===== config.mk =====
export PLATFORM = sky130hd
export DESIGN_NAME = timed_touch_pattern_lock_top
export DESIGN_NICKNAME = d
export VERILOG_FILES = /design/src/design/ttpl_pkg.sv /design/src/design/ttpl_ram.sv /design/src/design/ttpl_ctrl.sv /design/src/design/ttpl_dp.sv /design/src/design/timed_touch_pattern_lock_top.sv
export VERILOG_INCLUDE_DIRS = /design/src /design/src/design
export SDC_FILE = /design/constraint.sdc
export NUM_CORES = 1
export LEC_CHECK = 0
export ABC_AREA = 1
export BUFFER_PORTS_ARGS = -buffer_cell sky130_fd_sc_hd__buf_2
export CAP_MARGIN = 20
export CORE_AREA = 2 2 273 275
export CTS_BUF_LIST = sky130_fd_sc_hd__clkbuf_16
export CTS_CLUSTER_DIAMETER = 120
export DETAILED_ROUTE_END_ITERATION = 12
export DIE_AREA = 0 0 275 277
export PLACE_DENSITY = 0.78
export SYNTH_ARGS = -nofsm -noshare
export SYNTH_HDL_FRONTEND = slang
export SYNTH_SLANG_ARGS = --single-unit

===== constraint.sdc =====
create_clock -name clk_i -period 3.2 [get_ports clk_i]
set_input_delay 0.64 -clock clk_i [delete_from_list [all_inputs] [get_ports clk_i]]
set_output_delay 0.64 -clock clk_i [all_outputs]
set_load 0.005 [all_outputs]

===== src/design/timed_touch_pattern_lock_top_assert.svh =====
// Assertion helpers for the touch pattern lock. They sample on clk_i and are
// disabled while rst_ni is low.
`ifndef TIMED_TOUCH_PATTERN_LOCK_TOP_ASSERT_SVH
`define TIMED_TOUCH_PATTERN_LOCK_TOP_ASSERT_SVH

`define TTPL_ASSERT_IMPLIES(label, ante, cons) \
  label: assert property (@(posedge clk_i) disable iff (!rst_ni) (ante) |-> (cons)) \
    else $error("ttpl: same-cycle check failed");

`define TTPL_ASSERT_NEXT(label, ante, cons) \
  label: assert property (@(posedge clk_i) disable iff (!rst_ni) (ante) |=> (cons)) \
    else $error("ttpl: next-cycle check failed");

`endif


===== src/design/ttpl_pkg.sv =====
package ttpl_pkg;

  localparam int LOG_DEPTH_DEF     = 32;
  localparam int PATTERN_STEPS_DEF = 4;

  localparam int LEVEL_W = 2;
  localparam int DUR_W   = 16;
  localparam int ENTRY_W = LEVEL_W + DUR_W;
  localparam int CFG_IDX_W  = 3;
  localparam int CFG_DATA_W = 32;

  localparam logic [2:0]       EMPTY_LEVEL = 3'd4;
  localparam logic [DUR_W-1:0] DUR_MAX     = 16'hffff;

  localparam logic [7:0]  PAT_LEVELS_RST = 8'd36;
  localparam logic [31:0] PAT_MIN_RST    = 32'h0505_0505;
  localparam logic [31:0] PAT_MAX_RST    = 32'hc8c8_c8c8;
  localparam logic [15:0] BLIP_RST       = 16'd20;
  localparam logic [7:0]  TRIGGER_RST    = 8'd2;
  localparam logic [15:0] TIMEOUT_RST    = 16'd1000;
  localparam logic [15:0] OUT_TIME_RST   = 16'd300;

  typedef enum logic [CFG_IDX_W-1:0] {
    REG_PAT_LEVELS = 3'd0,
    REG_PAT_MIN    = 3'd1,
    REG_PAT_MAX    = 3'd2,
    REG_BLIP       = 3'd3,
    REG_TRIGGER    = 3'd4,
    REG_TIMEOUT    = 3'd5,
    REG_OUT_TIME   = 3'd6
  } ttpl_reg_e;

  typedef struct packed {
    logic start;
    logic walk;
    logic evt;
    logic log_run;
    logic emit;
  } ttpl_cmd_t;

  typedef struct packed {
    logic walk_done;
    logic out_free;
  } ttpl_sts_t;

endpackage


===== src/design/ttpl_ram.sv =====
module ttpl_ram #(
  parameter int WIDTH = 8,
  parameter int DEPTH = 32
) (
  input  logic                     clk_i,
  input  logic                     we_i,
  input  logic [$clog2(DEPTH)-1:0] waddr_i,
  input  logic [WIDTH-1:0]         wdata_i,
  input  logic [$clog2(DEPTH)-1:0] raddr_i,
  output logic [WIDTH-1:0]         rdata_o
);

  logic [WIDTH-1:0] mem [DEPTH];

  always_ff @(posedge clk_i) begin
    if (we_i) begin
      mem[waddr_i] <= wdata_i;
    end
    rdata_o <= mem[raddr_i];
  end

endmodule


===== src/design/ttpl_ctrl.sv =====
module ttpl_ctrl import ttpl_pkg::*; (
  input  logic      clk_i,
  input  logic      rst_ni,
  input  logic      in_valid_i,
  output logic      in_stall_o,
  input  ttpl_sts_t sts_i,
  output ttpl_cmd_t cmd_o
);

  typedef enum logic [2:0] {
    S_IDLE,
    S_WALK,
    S_EVENT,
    S_LOG,
    S_EMIT
  } state_e;

  state_e state_q;

  assign in_stall_o = (state_q != S_IDLE);

  always_comb begin
    cmd_o = '0;
    case (state_q)
      S_IDLE:  cmd_o.start   = in_valid_i;
      S_WALK:  cmd_o.walk    = !sts_i.walk_done;
      S_EVENT: cmd_o.evt     = 1'b1;
      S_LOG:   cmd_o.log_run = 1'b1;
      S_EMIT:  cmd_o.emit    = sts_i.out_free;
      default: cmd_o = '0;
    endcase
  end

  always_ff @(posedge clk_i or negedge rst_ni) begin
    if (!rst_ni) begin
      state_q <= S_IDLE;
    end else begin
      case (state_q)
        S_IDLE:  if (in_valid_i) state_q <= S_WALK;
        S_WALK:  if (sts_i.walk_done) state_q <= S_EVENT;
        S_EVENT: state_q <= S_LOG;
        S_LOG:   state_q <= S_EMIT;
        S_EMIT:  if (sts_i.out_free) state_q <= S_IDLE;
        default: state_q <= S_IDLE;
      endcase
    end
  end

endmodule


===== src/design/ttpl_dp.sv =====
module ttpl_dp import ttpl_pkg::*; #(
  parameter int LOG_DEPTH     = LOG_DEPTH_DEF,
  parameter int PATTERN_STEPS = PATTERN_STEPS_DEF
) (
  input  logic                  clk_i,
  input  logic                  rst_ni,
  input  ttpl_cmd_t             cmd_i,
  output ttpl_sts_t             sts_o,
  input  logic [LEVEL_W-1:0]    sensor_level_i,
  input  logic                  cfg_valid_i,
  input  logic [CFG_IDX_W-1:0]  cfg_index_i,
  input  logic [CFG_DATA_W-1:0] cfg_data_i,
  input  logic                  out_stall_i,
  output logic                  out_valid_o,
  output logic                  actuator_on_o,
  output logic                  pattern_seen_o,
  output logic                  fired_o,
  output logic [7:0]            matches_counted_o
);

  localparam int AW = $clog2(LOG_DEPTH);
  localparam int CW = $clog2(LOG_DEPTH + 1);
  localparam int SW = (PATTERN_STEPS > 1) ? $clog2(PATTERN_STEPS) : 1;

  // Configuration registers.
  logic [7:0]  pat_levels_q;
  logic [31:0] pat_min_q, pat_max_q;
  logic [15:0] blip_q, timeout_q, out_time_q;
  logic [7:0]  trigger_q;

  always_ff @(posedge clk_i or negedge rst_ni) begin
    if (!rst_ni) begin
      pat_levels_q <= PAT_LEVELS_RST;
      pat_min_q    <= PAT_MIN_RST;
      pat_max_q    <= PAT_MAX_RST;
      blip_q       <= BLIP_RST;
      trigger_q    <= TRIGGER_RST;
      timeout_q    <= TIMEOUT_RST;
      out_time_q   <= OUT_TIME_RST;
    end else if (cfg_valid_i) begin
      case (ttpl_reg_e'(cfg_index_i))
        REG_PAT_LEVELS: pat_levels_q <= cfg_data_i[7:0];
        REG_PAT_MIN:    pat_min_q    <= cfg_data_i;
        REG_PAT_MAX:    pat_max_q    <= cfg_data_i;
        REG_BLIP:       blip_q       <= cfg_data_i[15:0];
        REG_TRIGGER:    trigger_q    <= cfg_data_i[7:0];
        REG_TIMEOUT:    timeout_q    <= cfg_data_i[15:0];
        REG_OUT_TIME:   out_time_q   <= cfg_data_i[15:0];
        default: ;
      endcase
    end
  end

  // Run log: the RAM holds written entries; per-entry flags tell apart a
  // written entry, one cleared by a match (0/0) and one untouched since reset.
  logic [LOG_DEPTH-1:0] tag_valid_q, tag_zero_q;
  logic                 ram_we;
  logic [AW-1:0]        ram_waddr;
  logic [ENTRY_W-1:0]   ram_wdata, ram_rdata;

  logic [AW-1:0]        newest_q;
  logic [2:0]           newest_lvl_q;
  logic [DUR_W-1:0]     newest_dur_q;
  logic [LEVEL_W-1:0]   sample_q;

  // Walk state.
  logic [AW-1:0]        rd_slot_q;
  logic [CW-1:0]        issued_q;
  logic                 rd_pend_q, rd_valid_q, rd_zero_q;
  logic                 stop_q, seen_q, fired_q;
  logic [SW-1:0]        step_q;

  // Event and output timers.
  logic [7:0]           count_q;
  logic [15:0]          evt_cnt_q, out_cnt_q;
  logic                 drive_q;

  ttpl_ram #(
    .WIDTH(ENTRY_W),
    .DEPTH(LOG_DEPTH)
  ) u_ram (
    .clk_i  (clk_i),
    .we_i   (ram_we),
    .waddr_i(ram_waddr),
    .wdata_i(ram_wdata),
    .raddr_i(rd_slot_q),
    .rdata_o(ram_rdata)
  );

  logic [2:0]       ent_lvl;
  logic [DUR_W-1:0] ent_dur;
  logic [1:0]       step_sel;
  logic [1:0]       pat_lvl;
  logic [7:0]       pat_lo, pat_hi;
  logic             fits, last_step, issue;

  always_comb begin
    if (rd_valid_q) begin
      ent_lvl = {1'b0, ram_rdata[DUR_W +: LEVEL_W]};
      ent_dur = ram_rdata[DUR_W-1:0];
    end else if (rd_zero_q) begin
      ent_lvl = '0;
      ent_dur = '0;
    end else begin
      ent_lvl = EMPTY_LEVEL;
      ent_dur = DUR_MAX;
    end
  end

  assign step_sel  = 2'(step_q);
  assign pat_lvl   = pat_levels_q[{step_sel, 1'b0} +: 2];
  assign pat_lo    = pat_min_q[{step_sel, 3'b000} +: 8];
  assign pat_hi    = pat_max_q[{step_sel, 3'b000} +: 8];
  assign fits      = (ent_lvl == {1'b0, pat_lvl}) && (ent_dur >= {8'd0, pat_lo}) &&
                     (ent_dur <= {8'd0, pat_hi});
  assign last_step = (step_q == SW'(PATTERN_STEPS - 1));
  assign issue     = (issued_q < CW'(LOG_DEPTH));

  always_ff @(posedge clk_i or negedge rst_ni) begin
    if (!rst_ni) begin
      rd_slot_q  <= '0;
      issued_q   <= '0;
      rd_pend_q  <= 1'b0;
      rd_valid_q <= 1'b0;
      rd_zero_q  <= 1'b0;
      stop_q     <= 1'b0;
      seen_q     <= 1'b0;
      step_q     <= '0;
      sample_q   <= '0;
    end else if (cmd_i.start) begin
      rd_slot_q <= newest_q;
      issued_q  <= '0;
      rd_pend_q <= 1'b0;
      stop_q    <= 1'b0;
      seen_q    <= 1'b0;
      step_q    <= '0;
      sample_q  <= sensor_level_i;
    end else if (cmd_i.walk) begin
      // One read goes out while the previous one is compared.
      if (issue) begin
        rd_slot_q  <= (rd_slot_q == '0) ? AW'(LOG_DEPTH - 1) : rd_slot_q - 1'b1;
        issued_q   <= issued_q + 1'b1;
        rd_valid_q <= tag_valid_q[rd_slot_q];
        rd_zero_q  <= tag_zero_q[rd_slot_q];
      end
      rd_pend_q <= issue;
      // The walk ends after the last entry, on a full match, or on a long miss.
      stop_q    <= !issue || (rd_pend_q && (fits ? last_step : (ent_dur > blip_q)));
      if (rd_pend_q && fits) begin
        if (last_step) begin
          seen_q <= 1'b1;
        end else begin
          step_q <= step_q + 1'b1;
        end
      end
    end
  end

  assign sts_o.walk_done = stop_q;

  // Logging of the new sample.
  logic             chg;
  logic [AW-1:0]    slot_nxt, wslot;
  logic [DUR_W-1:0] wdur;

  assign chg      = ({1'b0, sample_q} != newest_lvl_q);
  assign slot_nxt = (newest_q == AW'(LOG_DEPTH - 1)) ? '0 : newest_q + 1'b1;
  assign wslot    = chg ? slot_nxt : newest_q;
  always_comb begin
    if (chg) begin
      wdur = DUR_W'(1);
    end else if (newest_dur_q != DUR_MAX) begin
      wdur = newest_dur_q + 1'b1;
    end else begin
      wdur = newest_dur_q;
    end
  end

  assign ram_we    = cmd_i.log_run;
  assign ram_waddr = wslot;
  assign ram_wdata = {sample_q, wdur};

  always_ff @(posedge clk_i or negedge rst_ni) begin
    if (!rst_ni) begin
      tag_valid_q  <= '0;
      tag_zero_q   <= '0;
      newest_q     <= '0;
      newest_lvl_q <= EMPTY_LEVEL;
      newest_dur_q <= DUR_MAX;
    end else if (cmd_i.evt && seen_q) begin
      tag_valid_q  <= '0;
      tag_zero_q   <= '1;
      newest_lvl_q <= '0;
      newest_dur_q <= '0;
    end else if (cmd_i.log_run) begin
      tag_valid_q[wslot] <= 1'b1;
      newest_q           <= wslot;
      newest_lvl_q       <= {1'b0, sample_q};
      newest_dur_q       <= wdur;
    end
  end

  logic [7:0] cnt_inc;
  assign cnt_inc = count_q + 1'b1;

  always_ff @(posedge clk_i or negedge rst_ni) begin
    if (!rst_ni) begin
      count_q   <= '0;
      evt_cnt_q <= '0;
      out_cnt_q <= '0;
      drive_q   <= 1'b0;
      fired_q   <= 1'b0;
    end else if (cmd_i.start) begin
      fired_q <= 1'b0;
    end else if (cmd_i.evt) begin
      if (seen_q) begin
        if (cnt_inc >= trigger_q) begin
          fired_q   <= 1'b1;
          count_q   <= '0;
          evt_cnt_q <= '0;
          drive_q   <= 1'b1;
          out_cnt_q <= out_time_q;
        end else begin
          count_q   <= cnt_inc;
          evt_cnt_q <= timeout_q;
        end
      end
    end else if (cmd_i.log_run) begin
      if (evt_cnt_q != '0) begin
        evt_cnt_q <= evt_cnt_q - 1'b1;
      end else begin
        count_q <= '0;
      end
      if (out_cnt_q != '0) begin
        out_cnt_q <= out_cnt_q - 1'b1;
      end else begin
        drive_q <= 1'b0;
      end
    end
  end

  // Output register: the next request may be taken while a result waits.
  assign sts_o.out_free = !out_valid_o || !out_stall_i;

  always_ff @(posedge clk_i or negedge rst_ni) begin
    if (!rst_ni) begin
      out_valid_o <= 1'b0;
    end else if (cmd_i.emit) begin
      out_valid_o <= 1'b1;
    end else if (!out_stall_i) begin
      out_valid_o <= 1'b0;
    end
  end

  always_ff @(posedge clk_i) begin
    if (cmd_i.emit) begin
      actuator_on_o     <= drive_q;
      pattern_seen_o    <= seen_q;
      fired_o           <= fired_q;
      matches_counted_o <= count_q;
    end
  end

endmodule


===== src/design/timed_touch_pattern_lock_top.sv =====
// Each request walks backward over the run log, stopping early on a full match or
// a long miss; the walk reads one entry a cycle. The states run IDLE, WALK, EVENT,
// LOG, EMIT, and a new request is taken only once the last is back in IDLE.
// Reset is asynchronous and active low; the log reads as empty right after reset
// through per-entry flags, so there is no clearing pass.
`include "timed_touch_pattern_lock_top_assert.svh"

module timed_touch_pattern_lock_top import ttpl_pkg::*; #(
  parameter int LOG_DEPTH     = LOG_DEPTH_DEF,
  parameter int PATTERN_STEPS = PATTERN_STEPS_DEF
) (
  input  logic                  clk_i,
  input  logic                  rst_ni,
  input  logic                  in_valid_i,
  output logic                  in_stall_o,
  input  logic [LEVEL_W-1:0]    sensor_level_i,
  output logic                  out_valid_o,
  input  logic                  out_stall_i,
  output logic                  actuator_on_o,
  output logic                  pattern_seen_o,
  output logic                  fired_o,
  output logic [7:0]            matches_counted_o,
  input  logic                  cfg_valid_i,
  output logic                  cfg_ready_o,
  input  logic [CFG_IDX_W-1:0]  cfg_index_i,
  input  logic [CFG_DATA_W-1:0] cfg_data_i
);

  ttpl_cmd_t  cmd;
  ttpl_sts_t  sts;
  logic [4:0] cmd_bits;

  assign cfg_ready_o = 1'b1;
  assign cmd_bits    = cmd;

  ttpl_ctrl u_ctrl (
    .clk_i     (clk_i),
    .rst_ni    (rst_ni),
    .in_valid_i(in_valid_i),
    .in_stall_o(in_stall_o),
    .sts_i     (sts),
    .cmd_o     (cmd)
  );

  ttpl_dp #(
    .LOG_DEPTH    (LOG_DEPTH),
    .PATTERN_STEPS(PATTERN_STEPS)
  ) u_dp (
    .clk_i            (clk_i),
    .rst_ni           (rst_ni),
    .cmd_i            (cmd),
    .sts_o            (sts),
    .sensor_level_i   (sensor_level_i),
    .cfg_valid_i      (cfg_valid_i && cfg_ready_o),
    .cfg_index_i      (cfg_index_i),
    .cfg_data_i       (cfg_data_i),
    .out_stall_i      (out_stall_i),
    .out_valid_o      (out_valid_o),
    .actuator_on_o    (actuator_on_o),
    .pattern_seen_o   (pattern_seen_o),
    .fired_o          (fired_o),
    .matches_counted_o(matches_counted_o)
  );

  // Firing always comes from a match and leaves the count at zero.
  `TTPL_ASSERT_IMPLIES(a_fire_clears, out_valid_o && fired_o,
                       pattern_seen_o && (matches_counted_o == 8'd0))
  `TTPL_ASSERT_NEXT(a_busy_after_req, in_valid_i && !in_stall_o, in_stall_o)
  `TTPL_ASSERT_IMPLIES(a_cmd_exclusive, 1'b1, $onehot0(cmd_bits))
  `TTPL_ASSERT_NEXT(a_emit_shows, cmd.emit, out_valid_o)

endmodule


Word level (Yosys, flattened, before mapping)
Memory sizes are Yosys's and may differ from the RTL's. A register that Yosys moved wholly into a read port is not among the register bits.
Cells that the tools add are included.
- bits in registers: 262
- latch bits: 0
- bits in writable memories: 576
- memory bits (read-only): 0
- output and inout bits: 14
- word-level logic and storage cells: 201
- memories kept: 1
- memories (memory ; words ; bits a word ; read ports ; clocked after memory_dff ; wr ports ; RTL line ; RTL):
    u_dp.u_ram.mem ; 32 ; 18 ; 1 ; 1 ; 1 ; ttpl_ram.sv:13 ; logic [WIDTH-1:0] mem [DEPTH];
- add/subtract/negate cells: 8
- multipliers: 0
- div/mod/pow operators: 0
- $lt $le $gt $ge: 8
- equal/unequal tests: 24
- shift-type cells: 3
- mux-type cells: 75
- bitwise operators: 3
- reduce and logical (&&, ||, !) cells: 47
- operator list (operator ; number):
    2-to-1 mux 16 bit ; 16
    2-to-1 mux 32 bit ; 2
    variable part select 32 x 6 -> 8 bit ; 2
    2-to-1 mux 8 bit ; 5
    OR 32 bit ; 1
    nonzero test 16 bit ; 2
    subtractor 16 x 1 -> 16 bit (second input constant) ; 2
    2-to-1 mux 5 bit ; 6
    2-to-1 mux 1 bit ; 28
    nonzero test 2 bit ; 11
    2-to-1 mux 3 bit ; 7
    2-to-1 mux 6 bit ; 3
    AND reduction 2 bit ; 9
    adder 16 x 1 -> 16 bit (second input constant) ; 1
    >= comparator 16 x 8 -> 1 bit ; 1
    > comparator 16 bit ; 1
    <= comparator 16 x 8 -> 1 bit ; 1
    inequality test 16 bit (second input constant) ; 1
    case mux 3 bit (5 select lines) ; 1
    AND reduction 3 bit ; 5
    equality test 3 x 2 -> 1 bit (second input constant) ; 4
    equality test 3 bit (second input constant) ; 4
    less-than comparator 5 x 6 -> 1 bit (second input constant) ; 2
    binary-select mux 1 bit (select 5 bit) ; 2
    other kinds (27) ; 51

Longest topological paths before layout
- depth in word-level cells: 10
- mapped depth: 22
- gate-level depth less buffers: 20

Hierarchy
Synthesis repeated with hierarchy kept, for this count alone.
- cell total of the unflattened synthesis: 3661
- area, all modules: 37379.6 µm²
- by module, submodules not included (module ; times used ; cells an instance ; area each (µm²) ; seq. area each (µm²)):
    ttpl_ram ; 1 ; 2009 ; 23847.9 ; 17656.9
    ttpl_dp ; 1 ; 1620 ; 13306.5 ; 6601.3
    ttpl_ctrl ; 1 ; 30 ; 214.0 ; 75.1
    timed_touch_pattern_lock_top ; 1 ; 2 ; 11.3 ; 0.0

Worst setup path before layout
No wires, ideal clock.
- kind: register to register
- start: register u_dp.newest_dur_q[0]
- end: memory u_dp.u_ram.mem[0][1] (netlist name) (data pin)
- arrival time: 2.850 ns
- required time: 2.723 ns
- setup slack: -0.128 ns
- stages on the path, launching flop included: 9
- cells stage by stage: dfstp_2 > ha_1 > nand3_1 > nor3_1 > and2_1 > nand2_1 > inv_1 > nor2_1 > a211oi_1
- cells in the longest elaborated chain, start to end: 3
- elaborated cells on any way between the ends: 4
- RTL lines (item ; RTL line ; RTL):
    from (decl) ; ttpl_dp.sv:63 ; logic [DUR_W-1:0] newest_dur_q;
    from (signal assigned) ; ttpl_dp.sv:199 ; newest_dur_q <= wdur;
    adder 16 x 1 -> 16 bit or inequality test 16 bit (tied branches) ; ttpl_dp.sv:173, ttpl_dp.sv:172 ;
    2-to-1 mux 16 bit (*) ; ttpl_dp.sv:172 ; end else if (newest_dur_q != DUR_MAX) begin
    2-to-1 mux 16 bit (*) ; ttpl_dp.sv:170 ; if (chg) begin
    named net u_dp.u_ram.wdata_i[1] ; ttpl_ram.sv:8 ; input logic [WIDTH-1:0] wdata_i,
    to (decl) ; ttpl_ram.sv:13 ;
Mark *: on every way through the listed nets, which the timed path passes. The rest lies on a longest branch.

Final worst setup path
- start: register u_dp.newest_lvl_q[2]
- end: memory u_dp.u_ram.mem[16][5] (netlist name) (enable)
- cells in the longest elaborated chain, start to end: 2
- RTL lines (item ; RTL line ; RTL):
    from (decl) ; ttpl_dp.sv:62 ; logic [2:0] newest_lvl_q;
    from (signal assigned) ; ttpl_dp.sv:198 ; newest_lvl_q <= {1'b0, sample_q};
    inequality test 2 x 3 -> 1 bit ; ttpl_dp.sv:166 ; assign chg = ({1'b0, sample_q} != newest_lvl_q);
    2-to-1 mux 5 bit ; ttpl_dp.sv:168 ; assign wslot = chg ? slot_nxt : newest_q;
No other way between the ends.

==> implementation parameters <==
Parameter                              Value

CTS
  Clock root buffer ... sky130_fd_sc_hd__clkbuf_16
  Clock-pin slew reported for the worst setup and hold paths after clock tree synthesis ... 60 ps
  Max H-tree Level ... 3
  CTS Buffer Depth ... 3
  CTS tree ... built
  Clock latency on the worst-skew pair ... 670 ps
  Number of clock sinks ... roughly 860
  Number of post-CTS setup repair buffers ... 0
  TritonCTS buffer count ... 87

Timing
  Setup repair after global routing missed its margin ... no
  Aggregate negative setup slack ... 0 ps
  Worst Hold Slack ... between 200 and 250 ps
  Final period utilization ... 93.7%
  Final setup violating endpoints ... 0
  Worst slew margin ... a little under a quarter
  Hold Vio Cnt, Final ... 0
  Post-route minimum period ... approximately 3000 ps
  Max-slew violation count ... 0
  Top achievable clock speed ... ~0.33 GHz
  Slew of the pin with the lowest slew margin ... about 1100 ps
  Layout Skew ... ~56 ps

Worst setup path
  Critical path required time ... between 3000 and 4000 ps
  Arrival time at the worst endpoint ... 3270 ps
  R2R setup slack ... 200 ps
  Origin of the critical flop-to-flop path ... u_dp.newest_lvl_q[2]
  Worst-path maximum fanout ... 18
  R2R cell count ... 10
  CP Capture Type ... flip-flop
  Critical path startpoint ... u_dp.newest_lvl_q[2]
  End point of the critical path ... u_dp.u_ram.mem[16][5]
  Worst Setup Start Kind ... flip-flop
  Critical path start-end classification ... flip-flop to flip-flop
  Capture point of the worst reg-to-reg path ... u_dp.u_ram.mem[16][5]

Global routing
  Met2 GRT Util ... 39.2%
  GR Layer Usage met1 ... 30.6%
  Initial antenna violation count ... 0
  Global-route wire length before repair ... 140000 µm
  Pin count of the biggest net entering global routing ... 177
  Global Route Usage Sum ... 23.9%
  Overflow left after global routing ... 0
  Peak-usage layer in the global routing report ... met2
  Number of global-route vias before repair ... 24600
  GR Layer Usage met3 ... under 10%

Power
  Standby leakage power ... between 0.015 and 0.02 µW
  Power per Cell Area ... between 800 and 900 nW/µm²
  Worst voltage drop across the vdd grid ... 0.715 mV

Layout
  Number of diodes added for antenna fixing ... 0
  Fraction of layout instances using a drive strength above 1 ... 11.8%
  Area Growth Syn to Fin ... 12.8%
  FILL cells ... around 6000
  Number of nets at the end of the flow ... 3453
  Utilization of the core after routing ... 55.6%

Worst hold path
  HP Class ... input pin to flip-flop

Place
  Gpl congestion ... 0.884
  Half-perimeter wire length of the detailed placement result ... about 55000 µm
  Number of buffers added on ports ... 54

Logic synthesis
  Biggest area consumer among synthesized cells ... sky130_fd_sc_hd__edfxtp_1
  Top post-synthesis cells by area ... sky130_fd_sc_hd__edfxtp_1, sky130_fd_sc_hd__dfrtp_1, sky130_fd_sc_hd__o21ai_0, sky130_fd_sc_hd__nand2_1, sky130_fd_sc_hd__nor2_1
  Fraction of synthesized cell area in xor and xnor cells ... less than 1%
  Number of instances in the synthesized netlist ... 3300
  Async set or reset register ratio after synthesis ... between 20% and 30%
  Cell variety after synth ... 60
  Area share of fa/ha/maj cells after synthesis ... 1.59%
  Sequential cell area fraction in the yosys report ... 67.1%
  Synthesized-area fraction occupied by ao, oa, aoi and oai cells ... 13.9%
  Flip-flop and latch count after synthesis ... 856
  Post-synth design cell area ... 36200 µm²
  Ys flop type ... sky130_fd_sc_hd__edfxtp_1
  Post-synthesis simple-gate area fraction ... 11.9%
  Total nets after synthesis ... between 3000 and 4000
  Main combinational cell family by area after synthesis ... compound AO/OA/AOI/OAI gates
  Share of cell area taken by muxes after synthesis ... 0.110%
  Portion of synthesized cell area occupied by the leading cell type ... about half
  Synth Warn # ... 0
  Count of flip-flops with a built-in enable after synthesis ... 587
  Syn avg cell area ... around 11 µm²

Routing
  Router iterations before antenna repair ... 6
  Routed vias ... 25700
  Number of vias per cell ... 5.84
  Average routed wire per standard cell ... 20.8 µm
  Total wire length ... 91700 µm
  Antenna-violating nets left ... 0
  Detailed-route DRC error count ... 0
  1st-iter DRT viols ... 2990

Floorplan
  Area of the core ... around 74000 µm²
  Die Outline Area ... about 76000 µm²
  Die width ... roughly 280 µm
  Standard-cell row count ... 100
  Initial core utilization ... 49.3%
  Count of boundary I/O pins ... 56
  Vertical die dimension ... 277 µm

Run
  Count of max-cap constraint violations ... 0

Status
  Run status ... complete, no violations
-- per-layer routing --
| metal | part of all wire (%) | wire, µm | up-vias |
|---|---|---|---|
| met2 | 48 | 44400 | 1169 |
| met1 | 39 | 35900 | 12600 |
| li1 | - | - | 11800 |
| met5 | 0 | 0 | - |
| met3 | 8.1 | 7460 | 219 |
| met4 | 4.2 | 3870 | 0 |
-- power by group --
part	switching [µW]	internal [µW]	total, µW	leakage, µW
logic	7790	3350	11100	0.00559
clock network	4290	5610	9900	0.00144
registers	667	13200	13900	0.00902
-- through the flow --
stage / power (µW) / cell area [µm²] / cells / setup WS [ps]
2_1_floorplan: 21200 / 36200 / 3300 / 45.0
3_3_place_gp: 24700 / 38000 / 4244 / 288
3_5_place_dp: 25000 / 38000 / 4244 / 228
4_1_cts: 34900 / 40900 / 4404 / 193
5_1_grt: 36700 / 40900 / 4404 / 3.35
6_report: 34900 / 40900 / 4404 / 202
-- worst min path at each step --
| stage | from | cells past startpoint | to | slack [ps] |
|---|---|---|---|---|
| 2_1_floorplan | rst_ni | 0 | u_ctrl.state_q[0] | 340 |
| 3_3_place_gp | u_dp.tag_zero_q[0] | 1 | u_dp.tag_zero_q[0] | 460 |
| 3_5_place_dp | u_dp.newest_lvl_q[2] | 2 | u_dp.newest_lvl_q[2] | 450 |
| 4_1_cts | out_stall_i | 3 | u_dp.out_valid_o | 180 |
| 5_1_grt | out_stall_i | 3 | u_dp.out_valid_o | 230 |
| 6_report | out_stall_i | 3 | u_dp.out_valid_o | 200 |
-- what timing repair did --
action	4_1_cts	5_1_grt
endpoints found under the setup margin	0	13
hold buffers	1	0
gates resized for setup	0	1
hold endpoints to repair	41	0
-- cells in the mapped netlist (all sizes together), types with 2 or more instances --
library cell,count
edfxtp,587
o21bai,2
nand3,93
a31oi,2
dfrtp,199
or2,6
nor2,402
xnor2,6
nand3b,2
buf,46
and3,3
a21o,2
a22o,2
inv,240
dfstp,52
o31ai,4
nand4,32
o221ai,52
o211ai,34
nor3,13
a32o,12
xor2,26
o21ai,556
ha,46
a22oi,7
a211oi,7
nor4,3
clkbuf,140
dfxtp,18
a21oi,70
nand2,502
o22ai,123
mux2i,4
-- final cells by class --
class	instances	area [µm²]	share of cell area [%]
inverters	240	916	2.24
multi-input cells	2018	10300	25.3
well taps	969	1210	2.97
flip-flops and latches	856	24300	59.5
repair buffers	162	1240	3.04
clock buffers	88	2200	5.39
clock inverters	71	617	1.51
-- critical path, cell delays in order, from the launching register on --
cell and delay, ps:
sky130_fd_sc_hd__dfstp_2 510, sky130_fd_sc_hd__inv_1 40, sky130_fd_sc_hd__o21ai_1 70, sky130_fd_sc_hd__a21oi_1 60, sky130_fd_sc_hd__nand2_2 240, sky130_fd_sc_hd__nand2_2 130, sky130_fd_sc_hd__o22ai_2 160, sky130_fd_sc_hd__a21oi_4 110
sky130_fd_sc_hd__nor2_1 170, sky130_fd_sc_hd__nand2_1 260, sky130_fd_sc_hd__nor2_2 850
-- registers in the layout, indices dropped and copies added (netlist names), 6 cells and up --
| signal | count |
|---|---|
| u_dp.u_ram.mem | 576 |
| u_dp.pat_max_q | 32 |
| u_dp.pat_min_q | 32 |
| u_dp.tag_valid_q | 32 |
| u_dp.u_ram.rdata_o | 18 |
| u_dp.blip_q | 16 |
| u_dp.evt_cnt_q | 16 |
| u_dp.newest_dur_q | 16 |
| u_dp.out_cnt_q | 16 |
| u_dp.out_time_q | 16 |
| u_dp.timeout_q | 16 |
| u_dp.count_q | 8 |
| u_dp.matches_counted_o | 8 |
| u_dp.pat_levels_q | 8 |
| u_dp.trigger_q | 8 |
| u_dp.issued_q | 6 |
-- cell families (layout without fill, tap and decap cells) --
| family | count (synthesis) | count (layout) |
|---|---|---|
| other | 1 | 1 |
| muxes | 4 | 4 |
| and+or+nand+nor | 1057 | 1057 |
| buffers and inverters | 426 | 561 |
| adders and majority gates | 46 | 46 |
| AOI/OAI and AO/OA | 878 | 878 |
| xor gates and xnor gates | 32 | 32 |
| DFF | 856 | 856 |
-- placed cells by master (no fill, tap or decap), types with 88 or more instances in the layout --
master	instances
sky130_fd_sc_hd__buf_4	95
sky130_fd_sc_hd__clkbuf_16	88
sky130_fd_sc_hd__dfrtp_1	197
sky130_fd_sc_hd__edfxtp_1	587
sky130_fd_sc_hd__inv_1	243
sky130_fd_sc_hd__nand2_1	496
sky130_fd_sc_hd__nand3_1	89
sky130_fd_sc_hd__nor2_1	374
sky130_fd_sc_hd__o21ai_0	514
sky130_fd_sc_hd__o22ai_1	122
(Power assumes the default switching activity.)
